[src/rtl/core/rbm_pkg.sv]
// Shared types and constants of the RGBA blend mode unit.
`default_nettype none

package rbm_pkg;

  localparam int unsigned CompWidth = 8;
  localparam int unsigned NumComps  = 4;
  localparam int unsigned DivLanes  = 3;
  localparam int unsigned QuotBits  = 8;
  localparam int unsigned ProdWidth = 2 * CompWidth;

  localparam logic [CompWidth-1:0] CompMax    = 8'hFF;
  localparam logic [ProdWidth-1:0] ScreenBias = 16'd127;

  typedef enum logic [1:0] {
    MODE_ADD    = 2'd0,
    MODE_SCREEN = 2'd1,
    MODE_DIFF   = 2'd2,
    MODE_DODGE  = 2'd3
  } blend_mode_e;

  typedef logic [NumComps-1:0][CompWidth-1:0] pixel_t;

  // One pixel in flight through the cell chain.
  typedef struct packed {
    blend_mode_e                                mode;
    logic [NumComps-1:0][CompWidth-1:0]         simple;
    logic [NumComps-1:0][ProdWidth-1:0]         prod;
    logic [DivLanes-1:0]                        sat;
    logic [DivLanes-1:0][ProdWidth-1:0]         rem;
    logic [DivLanes-1:0][CompWidth-1:0]         dsr;
    logic [DivLanes-1:0][QuotBits-1:0]          quot;
  } rbm_item_t;

endpackage

`default_nettype wire

[src/rtl/core/rgba_blend_mode_unit.sv]
// Top level of the RGBA blend mode unit: entry stage, divider cell chain, output register.
//
// The unit blends a source and a destination RGBA pixel (8-bit components
// standing for value/255) under the mode held in its one configuration
// register: add, screen, difference or color dodge. It takes one pixel in
// every clock cycle while the chain advances, and delivers each result
// through ten register stages: one entry stage, a chain of eight
// divider cells that each settle one quotient bit of the color dodge
// division, and the output register.
// The whole chain moves forward together; it holds only while a finished
// result sits in the output register and the receiver stalls, so the input
// is stalled exactly in those cycles. The mode is written through the
// configuration channel, which is always ready, and takes effect for pixels
// transferred after the write; it should be changed only while no pixel is
// in flight. Each pixel carries its mode along the chain.
`default_nettype none

module rgba_blend_mode_unit (
  input  wire logic       clk_i,
  input  wire logic       rst_ni,
  // Configuration write channel
  input  wire logic       cfg_valid_i,
  output logic            cfg_ready_o,
  input  wire logic [1:0] cfg_data_i,
  // Input channel
  input  wire logic       in_valid_i,
  output logic            in_stall_o,
  input  wire logic [7:0] src_red_i,
  input  wire logic [7:0] src_green_i,
  input  wire logic [7:0] src_blue_i,
  input  wire logic [7:0] src_alpha_i,
  input  wire logic [7:0] dst_red_i,
  input  wire logic [7:0] dst_green_i,
  input  wire logic [7:0] dst_blue_i,
  input  wire logic [7:0] dst_alpha_i,
  // Output channel
  output logic            out_valid_o,
  input  wire logic       out_stall_i,
  output logic [7:0]      out_red_o,
  output logic [7:0]      out_green_o,
  output logic [7:0]      out_blue_o,
  output logic [7:0]      out_alpha_o
);
  import rbm_pkg::*;

  // Mode register.
  blend_mode_e mode_q;

  always_ff @(posedge clk_i or negedge rst_ni) begin
    if (!rst_ni) begin
      mode_q <= MODE_ADD;
    end else if (cfg_valid_i && cfg_ready_o) begin
      mode_q <= blend_mode_e'(cfg_data_i);
    end
  end

  assign cfg_ready_o = 1'b1;

  // The chain advances unless a result is waiting and the receiver stalls.
  logic advance;
  assign advance    = !out_valid_o || !out_stall_i;
  assign in_stall_o = !advance;

  pixel_t src, dst;
  assign src = {src_alpha_i, src_blue_i, src_green_i, src_red_i};
  assign dst = {dst_alpha_i, dst_blue_i, dst_green_i, dst_red_i};

  // Stage 0 is the entry stage, stages 1 to QuotBits the divider cells.
  logic      [QuotBits:0] stage_valid;
  rbm_item_t              stage_item [QuotBits+1];

  rbm_prep u_prep (
    .clk_i   (clk_i),
    .rst_ni  (rst_ni),
    .en_i    (advance),
    .valid_i (in_valid_i),
    .mode_i  (mode_q),
    .src_i   (src),
    .dst_i   (dst),
    .valid_o (stage_valid[0]),
    .item_o  (stage_item[0])
  );

  // The first cell resolves the most significant quotient bit.
  for (genvar g = 0; g < QuotBits; g++) begin : g_cell
    rbm_cell #(
      .Step (QuotBits - 1 - g)
    ) u_cell (
      .clk_i   (clk_i),
      .rst_ni  (rst_ni),
      .en_i    (advance),
      .valid_i (stage_valid[g]),
      .item_i  (stage_item[g]),
      .valid_o (stage_valid[g+1]),
      .item_o  (stage_item[g+1])
    );
  end

  // Output selection. The screen blend divides the rounded product by 255
  // through the identity floor(x/255) = (x + (x >> 8) + 1) >> 8, which holds
  // for every x below 65535.
  rbm_item_t last;
  pixel_t    res_d, res_q;
  logic      out_valid_q;

  assign last = stage_item[QuotBits];

  always_comb begin
    logic [ProdWidth-1:0] x, t;
    res_d = '0;
    for (int k = 0; k < NumComps; k++) begin
      x = last.prod[k] + ScreenBias;
      t = x + (x >> CompWidth) + ProdWidth'(1);
      case (last.mode)
        MODE_ADD:    res_d[k] = last.simple[k];
        MODE_SCREEN: res_d[k] = CompMax - t[ProdWidth-1:CompWidth];
        MODE_DIFF:   res_d[k] = last.simple[k];
        MODE_DODGE: begin
          if (k < DivLanes) begin
            res_d[k] = last.sat[k] ? CompMax : last.quot[k];
          end else begin
            res_d[k] = last.simple[k];
          end
        end
        default:     res_d[k] = last.simple[k];
      endcase
    end
  end

  always_ff @(posedge clk_i or negedge rst_ni) begin
    if (!rst_ni) begin
      out_valid_q <= 1'b0;
    end else if (advance) begin
      out_valid_q <= stage_valid[QuotBits];
    end
  end

  always_ff @(posedge clk_i) begin
    if (advance) begin
      res_q <= res_d;
    end
  end

  assign out_valid_o = out_valid_q;
  assign out_red_o   = res_q[0];
  assign out_green_o = res_q[1];
  assign out_blue_o  = res_q[2];
  assign out_alpha_o = res_q[3];

  // An empty output register never blocks the input.
  a_no_stall_when_empty : assert property (
    @(posedge clk_i) disable iff (!rst_ni)
    !out_valid_o |-> !in_stall_o
  ) else $error("input stalled while the output register is empty");

  // A held result freezes the whole chain.
  a_chain_holds : assert property (
    @(posedge clk_i) disable iff (!rst_ni)
    (out_valid_o && out_stall_i) |=> $stable(stage_valid)
  ) else $error("cell chain moved while the output was stalled");

  // A full destination red component always saturates the dodge lane.
  a_full_dst_saturates : assert property (
    @(posedge clk_i) disable iff (!rst_ni)
    (in_valid_i && !in_stall_o && dst_red_i == CompMax) |=> stage_item[0].sat[0]
  ) else $error("full destination did not mark the dodge lane saturated");

endmodule

`default_nettype wire

[src/rtl/core/rbm_prep.sv]
// Entry stage: per-component add, difference or alpha maximum, products and divider setup.
`default_nettype none

module rbm_prep (
  input  wire logic                clk_i,
  input  wire logic                rst_ni,
  input  wire logic                en_i,
  input  wire logic                valid_i,
  input  rbm_pkg::blend_mode_e     mode_i,
  input  rbm_pkg::pixel_t          src_i,
  input  rbm_pkg::pixel_t          dst_i,
  output logic                     valid_o,
  output rbm_pkg::rbm_item_t       item_o
);
  import rbm_pkg::*;

  rbm_item_t item_d, item_q;
  logic      valid_q;

  always_comb begin
    logic [CompWidth:0]   sum;
    logic [CompWidth-1:0] s, d, inv_s, inv_d;
    logic [ProdWidth-1:0] dividend;
    item_d      = '0;
    item_d.mode = mode_i;
    for (int k = 0; k < NumComps; k++) begin
      s     = src_i[k];
      d     = dst_i[k];
      inv_s = ~s;
      inv_d = ~d;
      sum   = {1'b0, s} + {1'b0, d};
      if (mode_i == MODE_ADD) begin
        item_d.simple[k] = sum[CompWidth] ? CompMax : sum[CompWidth-1:0];
      end else if (k == NumComps - 1) begin
        item_d.simple[k] = (s >= d) ? s : d;
      end else begin
        item_d.simple[k] = (s >= d) ? (s - d) : (d - s);
      end
      // (255-s)*(255-d); the division by 255 happens at the output.
      item_d.prod[k] = {{CompWidth{1'b0}}, inv_s} * {{CompWidth{1'b0}}, inv_d};
      // Dividend is s*255; the quotient saturates once it reaches 256,
      // which also covers a full destination (divisor zero).
      dividend = {s, {CompWidth{1'b0}}} - {{CompWidth{1'b0}}, s};
      if (k < DivLanes) begin
        item_d.rem[k]     = dividend;
        item_d.dsr[k]     = inv_d;
        item_d.sat[k]     = dividend >= {inv_d, {CompWidth{1'b0}}};
      end
    end
  end

  always_ff @(posedge clk_i or negedge rst_ni) begin
    if (!rst_ni) begin
      valid_q <= 1'b0;
    end else if (en_i) begin
      valid_q <= valid_i;
    end
  end

  always_ff @(posedge clk_i) begin
    if (en_i) begin
      item_q <= item_d;
    end
  end

  assign valid_o = valid_q;
  assign item_o  = item_q;

endmodule

`default_nettype wire

[src/rtl/core/rbm_cell.sv]
// One divider cell: resolves a single quotient bit for each dodge lane.
`default_nettype none

module rbm_cell #(
  parameter int unsigned Step = 0
) (
  input  wire logic                clk_i,
  input  wire logic                rst_ni,
  input  wire logic                en_i,
  input  wire logic                valid_i,
  input  rbm_pkg::rbm_item_t       item_i,
  output logic                     valid_o,
  output rbm_pkg::rbm_item_t       item_o
);
  import rbm_pkg::*;

  rbm_item_t item_d, item_q;
  logic      valid_q;

  always_comb begin
    logic [ProdWidth-1:0] dsh;
    item_d = item_i;
    for (int k = 0; k < DivLanes; k++) begin
      dsh = {{CompWidth{1'b0}}, item_i.dsr[k]} << Step;
      if (item_i.rem[k] >= dsh) begin
        item_d.rem[k]       = item_i.rem[k] - dsh;
        item_d.quot[k][Step] = 1'b1;
      end
    end
  end

  always_ff @(posedge clk_i or negedge rst_ni) begin
    if (!rst_ni) begin
      valid_q <= 1'b0;
    end else if (en_i) begin
      valid_q <= valid_i;
    end
  end

  always_ff @(posedge clk_i) begin
    if (en_i) begin
      item_q <= item_d;
    end
  end

  assign valid_o = valid_q;
  assign item_o  = item_q;

endmodule

`default_nettype wire

[config.mk]
export PLATFORM = sky130hd
export DESIGN_NAME = rgba_blend_mode_unit
export DESIGN_NICKNAME = d
export VERILOG_FILES = /design/src/rtl/core/rbm_pkg.sv /design/src/rtl/core/rgba_blend_mode_unit.sv /design/src/rtl/core/rbm_prep.sv /design/src/rtl/core/rbm_cell.sv
export SDC_FILE = /design/constraint.sdc
export NUM_CORES = 2
export LEC_CHECK = 0
export BUFFER_PORTS_ARGS = -buffer_cell sky130_fd_sc_hd__buf_2
export CAP_MARGIN = 10
export CORE_MARGIN = 10
export CORE_UTILIZATION = 31
export CTS_BUF_LIST = sky130_fd_sc_hd__clkbuf_4
export CTS_CLUSTER_DIAMETER = 150
export DETAILED_ROUTE_END_ITERATION = 8
export PLACE_DENSITY = 0.47
export SLEW_MARGIN = 0
export SYNTH_ARGS = -nofsm -noshare
export SYNTH_HDL_FRONTEND = slang
export SYNTH_SLANG_ARGS = --single-unit
export TNS_END_PERCENT = 10
[constraint.sdc]
create_clock -name clk_i -period 78.1 [get_ports clk_i]
set_input_delay 15.62 -clock clk_i [delete_from_list [all_inputs] [get_ports clk_i]]
set_output_delay 15.62 -clock clk_i [all_outputs]
set_load 0.01 [all_outputs]
Yosys cells after proc, flatten, opt, wreduce, memory -nomap -nowiden
Index checks and enable logic that the tools add are counted.
Widths: inputs -> output; s select.
{"block": "word_totals", "regBits": 1637, "input_bits": 71, "output_inout_bits": 35, "wordCells": 342}
{"block": "op_classes", "add_sub_neg": 50, "mul": 4, "magnitude_cmp": 31, "eq_ne": 3, "mux": 40, "bitwise_logic": 8, "reduce_logical": 8}
{"op": "$mux 16", "n": 21}
{"op": "$mux 8", "n": 15}
{"op": "$pmux 8 s3", "n": 3}
{"op": "$add 16x1->16 const B", "n": 4}
{"op": "$add 16x7->16 const B", "n": 4}
{"op": "$add 16x8->16", "n": 4}
{"op": "$mul 8x8->16", "n": 4}
{"op": "$not 8->8", "n": 8}
{"op": "$ge 16x10->1", "n": 3}
{"op": "$ge 16x11->1", "n": 3}
{"op": "$ge 16x12->1", "n": 3}
{"op": "$ge 16x13->1", "n": 3}
{"op": "$ge 16x14->1", "n": 3}
{"op": "$ge 16x15->1", "n": 3}
{"op": "$ge 16x16->1", "n": 3}
{"op": "$ge 16x8->1", "n": 3}
{"op": "$ge 16x9->1", "n": 3}
{"op": "$sub 16x10->16", "n": 3}
{"op": "$sub 16x11->16", "n": 3}
{"op": "$sub 16x12->16", "n": 3}
{"op": "$sub 16x13->16", "n": 3}
{"op": "$sub 16x14->16", "n": 3}
{"op": "$sub 16x15->16", "n": 3}
{"op": "$sub 16x8->16", "n": 3}
{"op": "13 further kinds", "n": 33}

Depth between registers and ports, before layout
{"block": "logic_depth", "depth_word": 5, "depth_mapped": 19, "ltp_nobuf": 18}

Cells and area by module
From an unflattened synthesis, not the netlist that was laid out.
{"block": "unflattened", "cells_unflattened": 6141, "hier_area_um2": 85381.9}
{"module": "rbm_prep", "instances": 1, "cells_per_inst": 1915, "area_per_inst_um2": 18634.1, "seq_area_each_um2": 5220.0}
{"module": "rbm_cell (g_cell[7].u_cell)", "instances": 1, "cells_per_inst": 495, "area_per_inst_um2": 7981.4, "seq_area_each_um2": 5940.7}
{"module": "rbm_cell (g_cell[6].u_cell)", "instances": 1, "cells_per_inst": 490, "area_per_inst_um2": 7912.6, "seq_area_each_um2": 5940.7}
{"module": "rbm_cell (g_cell[5].u_cell)", "instances": 1, "cells_per_inst": 490, "area_per_inst_um2": 7876.3, "seq_area_each_um2": 5940.7}
{"module": "rbm_cell (g_cell[4].u_cell)", "instances": 1, "cells_per_inst": 438, "area_per_inst_um2": 7856.3, "seq_area_each_um2": 5940.7}
{"module": "rbm_cell (g_cell[3].u_cell)", "instances": 1, "cells_per_inst": 475, "area_per_inst_um2": 7806.2, "seq_area_each_um2": 5940.7}
{"module": "rbm_cell (g_cell[2].u_cell)", "instances": 1, "cells_per_inst": 439, "area_per_inst_um2": 7678.6, "seq_area_each_um2": 5940.7}
{"module": "rbm_cell (g_cell[1].u_cell)", "instances": 1, "cells_per_inst": 428, "area_per_inst_um2": 7664.9, "seq_area_each_um2": 5940.7}
{"module": "rbm_cell (g_cell[0].u_cell)", "instances": 1, "cells_per_inst": 418, "area_per_inst_um2": 7621.1, "seq_area_each_um2": 5940.7}
{"module": "rgba_blend_mode_unit", "instances": 1, "cells_per_inst": 553, "area_per_inst_um2": 4350.4, "seq_area_each_um2": 1036.0}

Worst setup path after synthesis
Ideal clock, no wire load.
{"block": "synth_timing", "kind": "input-to-output", "start": "in out_stall_i", "end": "out in_stall_o", "arrival_time_ns": 63.919, "required_ns": 62.480, "slack_ns": -1.439, "stages": 3, "n_path_buf": 1, "cell_sequence": "nand2_1 > clkbuf_1 > inv_1"}
{"block": "synth_between", "elab_chain_len": 3}
{"item": "start, declared", "line": "rgba_blend_mode_unit.sv:38", "source": "input wire logic out_stall_i,"}
{"item": "$logic_not 1->1", "line": "rgba_blend_mode_unit.sv:61", "source": "assign advance = !out_valid_o || !out_stall_i;"}
{"item": "$logic_or 1x1->1", "line": "rgba_blend_mode_unit.sv:61"}
{"item": "$logic_not 1->1", "line": "rgba_blend_mode_unit.sv:62", "source": "assign in_stall_o = !advance;"}
{"item": "end, declared", "line": "rgba_blend_mode_unit.sv:27", "source": "output logic in_stall_o,"}
Every way passes these cells.

Final worst setup path
Ends and elaborated chain as after synthesis.

==> impl_metrics.csv <==
group,metric,value,unit
status,status,"complete, no violations",
floorplanning,start_util,0.3113,
logic_synthesis,ys_ff_latch,1637,
logic_synthesis,yosysWarnings,0,
logic_synthesis,yosys.area.top_type_share,0.6375,
logic_synthesis,synth_seq_area_share,0.6414,
global_routing,grt_overflow,0,
placement,dp_hpwl,100.7,mm
power,p_int,2.307,mW
power,vdd_ir_drop_max,18.43,uV
floorplanning,pin_count,106,
worst_setup_path,crit_path_max_fanout,69,
routing,vias,42580,
timing,slew_headroom,0.2684,
floorplanning,die_x,516.9,um
timing,rsz0062_at_grt,"false",
min_path,worstHoldStart,"g_cell[4].u_cell.item_o[103]$_DFFE_PN_",
clock_network,clock_latency,1.33,ns
power,p_leak,34.26,nW
logic_synthesis,synthFlopType,"edfxtp_1",
logic_synthesis,synth_nets,6268,
floorplanning,row_count,182,
timing,drv_slew,0,
logic_synthesis,synth_edf_count,1625,
global_routing,grt_pass1_vias,44290,
timing,tightest_slew,1.097,ns
floorplanning,dieHeight,516.9,um
layout,fin_nets,6751,
clock_network,htree_levels,5,
routing,postRouteWirelength,144.5,mm
clock_network,path_clk_slew,0.06,ns
global_routing,grt_usage,0.1068,
logic_synthesis,ys_async_sr_fraction,0.007330,
clock_network,cts_setup_buffers,0,
logic_synthesis,syn_inst,5510,
timing,fmax,30.63,MHz
timing,period_minus_slack,32.65,ns
timing,hold_viol_final,0,
power,p_comb_frac,0.308,
worst_setup_path,cp.arrival,17.03,ns
routing,drt_iter0_drc,2322,
worst_setup_path,crit_path_start_kind,"primary input",
timing,setup_violations,0,
routing,viasPerCell,4.484,
floorplanning,fp.coreArea,245900,um^2
worst_setup_path,r2r_slack,71.94,ns
logic_synthesis,synth_area_leader_cell,"edfxtp_1",
layout,area_delta_synth_final,12.66,%
global_routing,antenna_found_initial,20,
job,maxCapViolations,0,
worst_setup_path,worst_setup_path_end_kind,"primary output",
global_routing,grt_max_degree,185,
logic_synthesis,ys_types,84,
timing,min_period_over_period,0.4181,
placement,io_buffers,104,
power,switching_share,0.3216,
clock_network,clock_sink_count,1637,
layout,utilization,0.3507,
routing,drc,0,
routing,first_pass_iters,8,
routing,routedWlPerCell,15.21,um
power,p_sw,1.094,mW
power,clock_power_share,0.206,
worst_setup_path,r2r-start,"out_valid_o$_DFFE_PN0N_",
clock_network,cts_tree,"yes",
clock_network,cts_buffers,437,
floorplanning,die_area,267200,um^2
clock_network,ctsResizeCount,0,
clock_network,hold_buffers,0,
worst_setup_path,cp-startpoint,"out_stall_i",
min_path,min_path_type,"reg2reg",
power,pwr-share-seq,0.486,
worst_setup_path,path_class,"in2out",
clock_network,clock_path_buffers,4,
layout,drive_gt1_frac,0.1408,
layout,fillers,23970,
logic_synthesis,synth.avg_cell_area,13.89,um^2
timing,tns,0,ns
power,powerDensity,39.44,nW/um^2
logic_synthesis,netlist_area,76550,um^2
routing,ant_nets,0,
clock_network,cts_root_buf,"clkbuf_4",
placement,finalWeightedCongestion,0.8074,
worst_setup_path,crit_required,62.48,ns
global_routing,grt_pass1_wl,231.7,mm
timing,finClkSkew,0.1233,ns
logic_synthesis,ys_top_cells_by_area,"edfxtp_1 (64%), ha_1 (8.4%), fa_1 (4.6%)",
layout by cell type, fill, tap and decap left out, types with 21 or more instances in the layout:
master	instances
a21o_1	93
a21oi_1	256
a31oi_1	24
buf_2	104
buf_4	29
clkbuf_4	621
clkinv_1	63
edfxtp_1	1625
fa_1	175
ha_1	512
inv_1	609
mux2_2	30
mux2i_1	46
nand2_1	270
nand2b_1	69
nand3_1	41
nand4_1	44
nor2_1	448
nor2b_1	57
nor3_1	118
nor4_1	30
o21a_1	32
o21ai_0	214
o21bai_1	36
o31ai_1	21
or2_2	26
or3_1	33
or4_1	21
xnor2_1	175
xor2_1	128
power groups by stage:
| stage | combinational [mW] | sequential, mW | clock (mW) |
|---|---|---|---|
| floorplan | 0.802 | 1.83 | 0 |
| global placement | 1.04 | 1.67 | 0 |
| detailed placement | 1.06 | 1.68 | 0 |
| CTS | 1.07 | 1.66 | 0.743 |
| global route | 1.20 | 1.69 | 0.792 |
| finish | 1.05 | 1.65 | 0.701 |
kinds of logic (layout without fill, tap and decap cells):
logic type / count (synthesis) / in the layout / share of synthesized area
xor gates and xnor gates: 304 / 304 / 0.03503
AOI/OAI and AO/OA: 857 / 857 / 0.07061
and+or+nand+nor: 1244 / 1244 / 0.07823
buffers and inverters: 704 / 1459 / 0.03483
DFF: 1637 / 1637 / 0.6414
adders and majority gates: 687 / 687 / 0.1295
other: 1 / 13 / 0.00004899
muxes: 76 / 76 / 0.01043
registers in the layout, summed over array words and instances (netlist names):
| signal | cells |
|---|---|
| out_red_o | 8 |
| u_prep.item_o | 173 |
| out_valid_o | 1 |
| mode_q | 2 |
| g_cell.u_cell.item_o | 1420 |
| u_prep.valid_o | 1 |
| g_cell.u_cell.valid_o | 8 |
| out_blue_o | 8 |
| out_green_o | 8 |
| out_alpha_o | 8 |
metrics by stage:
step | setup slack, ns | cell area [um^2] | power (mW) | hold slack [ns] | std cells
after floorplan | 24.40 | 76550 | 2.632 | 0.4003 | 5510
after global placement | 45.36 | 81050 | 2.712 | 0.4005 | 8773
after detailed placement | 45.35 | 81050 | 2.740 | 0.4045 | 8773
after CTS | 45.35 | 86200 | 3.472 | 0.2760 | 9484
after global routing | 45.26 | 86230 | 3.687 | 0.2700 | 9494
final | 45.45 | 86240 | 3.401 | 0.2976 | 9497
per-layer routing:
metal | vias to the layer above | wire length, um | global-route usage
li1 | 21120 | - | -
met1 | 20200 | 61580 | 0.1287
met2 | 860 | 70510 | 0.1806
met3 | 404 | 7234 | 0.02674
met4 | 6 | 5132 | 0.04740
met5 | - | 36 | 0
worst paths after layout:
kind                                                               end  depth (start not counted)
worst max-delay path                                        in_stall_o                          4
worst min-delay path            g_cell[5].u_cell.item_o[103]$_DFFE_PN_                          0
worst max register to register   g_cell[1].u_cell.item_o[91]$_DFFE_PN_                          7
worst min register to register  g_cell[5].u_cell.item_o[103]$_DFFE_PN_                          0
max in group asynchronous                        mode_q[0]$_DFFE_PN0P_                          1
min in group asynchronous                      out_valid_o$_DFFE_PN0N_                          1
Yosys cell counts, types with 36 or more instances:
master    instances
a21o_1           93
a21oi_1         256
clkbuf_1         82
edfxtp_1       1625
fa_1            175
ha_1            512
inv_1           609
mux2i_1          46
nand2_1         271
nand2b_1         69
nand3_1          41
nand4_1          44
nor2_1          450
nor2b_1          57
nor3_1          118
o21ai_0         214
o21bai_1         36
xnor2_1         175
xor2_1          128
worst max-delay path, cell delays in order:
cell and delay, ns:
buf_2 0.11, nand2_4 0.60, inv_1 0.36, buf_2 0.25
area by class of cell:
cell class	instances	area [um^2]	area share
flip-flops and latches	1637	49100	0.5693
multi-input cells	3169	24820	0.2878
clock buffers	621	4662	0.05406
repair buffers	137	818.3	0.009489
clock inverters	90	485.5	0.005629
well taps	3220	4029	0.04672
diodes	12	30.03	0.0003482
inverters	611	2293	0.02659
Power figures use the tool's default switching activity.
